===== src/bfd_pkg.sv =====
// shared types and constants for the box filter downscaler
// no dependencies
package bfd_pkg;

  localparam int MAX_SOURCE_SIDE = 768;
  localparam int MAX_DEST_WIDTH  = 64;

  localparam int SIDE_W  = 10;
  localparam int DW_W    = 7;
  localparam int CH_W    = 3;
  localparam int COL_W   = $clog2(MAX_DEST_WIDTH);
  localparam int CHAN_W  = 8;
  localparam int PIXEL_W = 32;
  localparam int SUM_W   = 28;
  localparam int CNT_W   = 20;
  localparam int ADDR_W  = 5;
  localparam int DATA_W  = 32;
  localparam int STEP_W  = 4;

  // register indexes
  localparam logic [2:0] REG_SRC_WIDTH  = 3'd0;
  localparam logic [2:0] REG_SRC_HEIGHT = 3'd1;
  localparam logic [2:0] REG_DST_WIDTH  = 3'd2;
  localparam logic [2:0] REG_DST_HEIGHT = 3'd3;
  localparam logic [2:0] REG_CHANNELS   = 3'd4;

  localparam logic [CHAN_W-1:0] OPAQUE = 8'd255;

  typedef struct packed {
    logic [CNT_W-1:0] cnt;
    logic [SUM_W-1:0] alpha;
    logic [SUM_W-1:0] blue;
    logic [SUM_W-1:0] green;
    logic [SUM_W-1:0] red;
  } acc_t;

  typedef struct packed {
    logic prep_start;
    logic prep_step;
    logic prep_init;
    logic acc_rd;
    logic acc_wr;
    logic em_rd;
    logic em_load;
    logic em_step;
    logic em_put;
  } dp_cmd_t;

  typedef struct packed {
    logic prep_done;
    logic band_end;
    logic div_done;
    logic last_col;
    logic out_free;
  } dp_stat_t;

endpackage


===== src/bfd_ctrl.sv =====
// sequencer: setup divide, per-pixel accumulate, per-band emission
// depends on bfd_pkg
module bfd_ctrl import bfd_pkg::*; (
  input  logic     clk,
  input  logic     rst,
  input  logic     restart,
  input  logic     in_valid,
  output logic     in_ready,
  input  dp_stat_t stat,
  output dp_cmd_t  cmd
);
  typedef enum logic [2:0] {
    S_PREP_START, S_PREP, S_IDLE, S_ACC, S_EM_RD, S_EM_LD, S_EM_DIV, S_EM_PUT
  } state_t;

  state_t state, state_next;

  assign in_ready = (state == S_IDLE);

  always_comb begin
    cmd = '0;
    state_next = state;
    case (state)
      S_PREP_START: begin
        cmd.prep_start = 1'b1;
        state_next = S_PREP;
      end
      S_PREP: begin
        if (stat.prep_done) begin
          cmd.prep_init = 1'b1;
          state_next = S_IDLE;
        end else begin
          cmd.prep_step = 1'b1;
        end
      end
      S_IDLE: begin
        if (in_valid) begin
          cmd.acc_rd = 1'b1;
          state_next = S_ACC;
        end
      end
      S_ACC: begin
        cmd.acc_wr = 1'b1;
        state_next = stat.band_end ? S_EM_RD : S_IDLE;
      end
      S_EM_RD: begin
        cmd.em_rd = 1'b1;
        state_next = S_EM_LD;
      end
      S_EM_LD: begin
        cmd.em_load = 1'b1;
        state_next = S_EM_DIV;
      end
      S_EM_DIV: begin
        if (stat.div_done) begin
          state_next = S_EM_PUT;
        end else begin
          cmd.em_step = 1'b1;
        end
      end
      S_EM_PUT: begin
        if (stat.out_free) begin
          cmd.em_put = 1'b1;
          state_next = stat.last_col ? S_IDLE : S_EM_RD;
        end
      end
      default: state_next = S_PREP_START;
    endcase
    if (restart) begin
      cmd = '0;
      state_next = S_PREP_START;
    end
  end

  always_ff @(posedge clk) begin
    if (rst) begin
      state <= S_PREP_START;
    end else begin
      state <= state_next;
    end
  end
endmodule


===== config.mk =====
export PLATFORM = sky130hd
export DESIGN_NAME = bfd_ctrl
export DESIGN_NICKNAME = d
export VERILOG_FILES = /design/src/bfd_pkg.sv /design/src/bfd_ctrl.sv
export SDC_FILE = /design/constraint.sdc
export NUM_CORES = 1
export LEC_CHECK = 0
export ABC_AREA = 0
export BUFFER_PORTS_ARGS = -buffer_cell sky130_fd_sc_hd__buf_2
export CAP_MARGIN = 0
export CORE_AREA = 2 2 39 41
export DETAILED_ROUTE_END_ITERATION = 16
export DIE_AREA = 0 0 41 43
export SLEW_MARGIN = 20
export SYNTH_ARGS = -nofsm -noshare
export SYNTH_HDL_FRONTEND = slang
export SYNTH_SLANG_ARGS = --single-unit
export TNS_END_PERCENT = 20

===== constraint.sdc =====
create_clock -name clk -period 1.3 [get_ports clk]
set_clock_uncertainty 0.1 [all_clocks]
set_input_delay 0.065 -clock clk [delete_from_list [all_inputs] [get_ports clk]]
set_output_delay 0.065 -clock clk [all_outputs]
set_load 0.05 [all_outputs]

=== Word-level counts from Yosys, hierarchy flattened ===
Index checks and enable logic that the tools add are counted.

* Bits in registers: 3
* Bits of input ports: 9
* Output and inout bits: 10
* Word-level logic and storage cells: 36

* Eq/ne operators: 11
* Muxes and demuxes: 21
* Reduce and logical (&&, ||, !) cells: 3

{| class="wikitable"
|+ Operator list
! operator !! count
|-
| $pmux 3 s8 || 1
|-
| $mux 3 || 6
|-
| $eq 3x3->1 const B || 4
|-
| $mux 1 || 12
|-
| $mux 9 || 1
|-
| $ne 2x2->1 const B || 4
|-
| $eq 3x2->1 const B || 2
|-
| $reduce_and 4->1 || 1
|-
| $eq 3x1->1 const B || 1
|-
| $logic_not 3->1 || 1
|-
| $mux 2 || 1
|-
| $reduce_or 2->1 || 1
|}

=== Longest topological paths before layout ===
* Word-level depth: 3
* Gate-level depth with buffers: 4
* Depth with buffers taken out: 3

=== Least setup slack after synthesis ===
Ideal clock, no wire load.

* Path type: reg-to-output
* Start point: register state[1]
* End point: output cmd[5] (netlist bit)
* Arrival: 2.269 ns
* Required time: 1.135 ns
* Path slack: -1.134 ns
* Stages on the path, launching flop included: 4
* Path buffers: 1
* Path through: dfxtp_1 > buf_2 > nand2b_1 > nor4b_1

{| class="wikitable"
|+ RTL lines
! item !! RTL line !! RTL
|-
| start, declared || bfd_ctrl.sv:16 || <nowiki>state_t state, state_next;</nowiki>
|-
| start signal, assigned || bfd_ctrl.sv:79 || <nowiki>state <= state_next;</nowiki>
|-
| end, declared || bfd_ctrl.sv:10 || <nowiki>output dp_cmd_t cmd</nowiki>
|}

==> results.tsv <==
metric	value	unit
status	complete, but fails checks	
violations	negative hold slack, negative setup slack	
worstPathCellList	buf_6 > nor2_4 > nor4bb_4 > buf_6	
wl_per_cell	12.31	um
die_area	1763	sq um
root_buffer	clkbuf_4	
grt_max_degree	13	
crit_top_cell	buf_6	
synth_edf_count	0	
clk_path_buf_depth	2	
cts_buffers	3	
cp-start-kind	flip-flop	
dr.pass1.iters	4	
vdd_drop_max	0.0003202	V
syn_inst	36	
drc	0	
maxCapViolCount	0	
instances_no_fill	84	
nets	78	
synth_flop_cell	dfxtp_1	
n_antenna_cell	0	
hold_ws	-1.921	ps
synth_cell_type_count	22	
synth-async-reset-ratio	0	
die_w	41	um
layout_worst_path_cycle_share	1.057	
endpoint_kind	output port	
drt_iter0_drc	6	
fmax	727.9	MHz
gp_congestion	0.7944	
min_period	1374	ps
drive_gt1_frac	0.7500	
ios	19	
largest_reg_flops	3	
die_h	43	um
syn_to_final_growth	161.2	%
synth_area	267.8	sq um
cp_top_family	flip-flops	
rsz0062_at_grt	true	
max_stage_delay	360	ps
crit_buf_inv	2	
maxSlewHeadroom	0.8385	
routed_wl	1034	um
ant_nets	0	
crit_fanout	5	
arrival	1210	ps
clock_sinks	3	
grt_overflow_total	0	
ys.warnings.count	0	
largest-register	state	
multiInputGateArea	305.3	sq um
synth_nets	45	
power.leakage	0.2917	nW
synth.avg_cell_area	7.438	sq um
cp.required	1130	ps
largestRegisters	state x3	
row_count	14	
dp_slack	-44.45	ps
antenna_found_initial	0	
hold_viol	1	
via_count	418	
track_usage	0.1384	
cts_tree	built	
dp_cells	77	
hold_class	in -> reg	
worst-setup-path-type	reg -> out	
ctsHtreeMaxLevel	1	
setup_ws	-73.91	ps
synth-seq-cells	3	
n_fill_cell	139	
start_util	0.1935	
grt_pass1_vias	418	
power_density	545.5	nW/um^2
slew_viol_final	0	
setup_violations	7	
slowest_stage	dfxtp_4	
clk_latency	240	ps
core	1384	sq um
ff_latch_area	68.82	sq um
clk_pin_slew	30	ps
ys_seq_area_frac	0.2243	
vias_per_cell	4.976	
worstMarginPinSlew	241.7	ps
hpwl	730.9	um
io_buffers	18	
grt_first_pass_wirelength	1683	um
layout by cell type, fill, tap and decap left out, types with 2 or more instances in the layout:
| master | netlist | routed |
|---|---|---|
| dfxtp_4 | 0 | 2 |
| a31oi_1 | 3 | 3 |
| nor3_4 | 0 | 2 |
| nor3b_4 | 0 | 2 |
| clkbuf_4 | 0 | 3 |
| buf_6 | 0 | 15 |
| buf_4 | 0 | 7 |
| inv_1 | 2 | 2 |
| nor2_1 | 4 | 2 |
| buf_2 | 1 | 8 |
synth_stat cells (2+ instances only):
cell,count,area (sq um)
inv_1,2,7.510
clkbuf_1,2,7.510
nor3_1,3,15.01
nor3b_1,3,22.52
dfxtp_1,3,60.06
nor2_1,4,15.01
nor4_1,2,12.51
a31oi_1,3,18.77
area by class of cell:
cell class,count,share of cell area
Clock buffer,4,0.03757
Multi-Input combinational cell,28,0.4365
Inverter,2,0.01073
Tap cell,16,0.02862
Timing Repair Buffer,31,0.3882
Sequential cell,3,0.09839
stage by stage:
stage	utilization	setup TNS (ps)	area [sq um]	power (W)
finish	0.5054	-372.0	699.4	0.0003816
global route	0.5054	-953.2	699.4	0.0003990
CTS	0.4801	-448.6	664.4	0.0003760
detailed placement	0.3888	-54.40	538.0	0.0001975
global placement	0.3888	-35.37	538.0	0.0001971
floorplan	-	-468.7	379.1	0.0001560
layer usage:
layer  vias to the layer above  share of wire  global-route usage
met5                         -              0                   0
met4                         0          0.014             0.08000
met3                         2          0.095             0.04712
met2                        25           0.52              0.2219
met1                       190           0.37              0.1474
li1                        201              -                   -
cell families after synthesis:
| family | count (synthesis) | synth area share |
|---|---|---|
| and+or+nand+nor | 22 | 0.5140 |
| muxes | 1 | 0.04205 |
| buffers and inverters | 5 | 0.07477 |
| DFF | 3 | 0.2243 |
| AOI/OAI and AO/OA | 5 | 0.1448 |
worst reg2reg max path, delay by kind of cell (launching register included):
kind / cells / cell delay (ps)
and+or+nand+nor: 2 / 430
buffers and inverters: 1 / 120
DFF: 1 / 400
AOI/OAI and AO/OA: 1 / 150
report_power, final:
group          internal [W]  leakage (nW)  total (W)  switching [W]
clock network      0.000115        0.0150   0.000166      0.0000511
logic             0.0000602         0.250   0.000115      0.0000550
registers         0.0000930        0.0264   0.000100     0.00000705
path summary, 6_finish.rpt:
check | from | to | slack (ps) | depth (start not counted)
max reg2reg | state[0] | state[1] | 20 | 4
min | rst | state[1] | -2 | 3
min reg2reg | state[0] | state[2] | 520 | 2
max | state[1] | cmd[7] | -70 | 4
timing repair:
action,CTS,global route
hold buffers,1,0
gates resized for setup,29,5
setup buffers,0,2
endpoints found under the setup margin,11,11
pin swaps,2,0
hold endpoints to repair,2,0
Power figures use the tool's default switching activity.
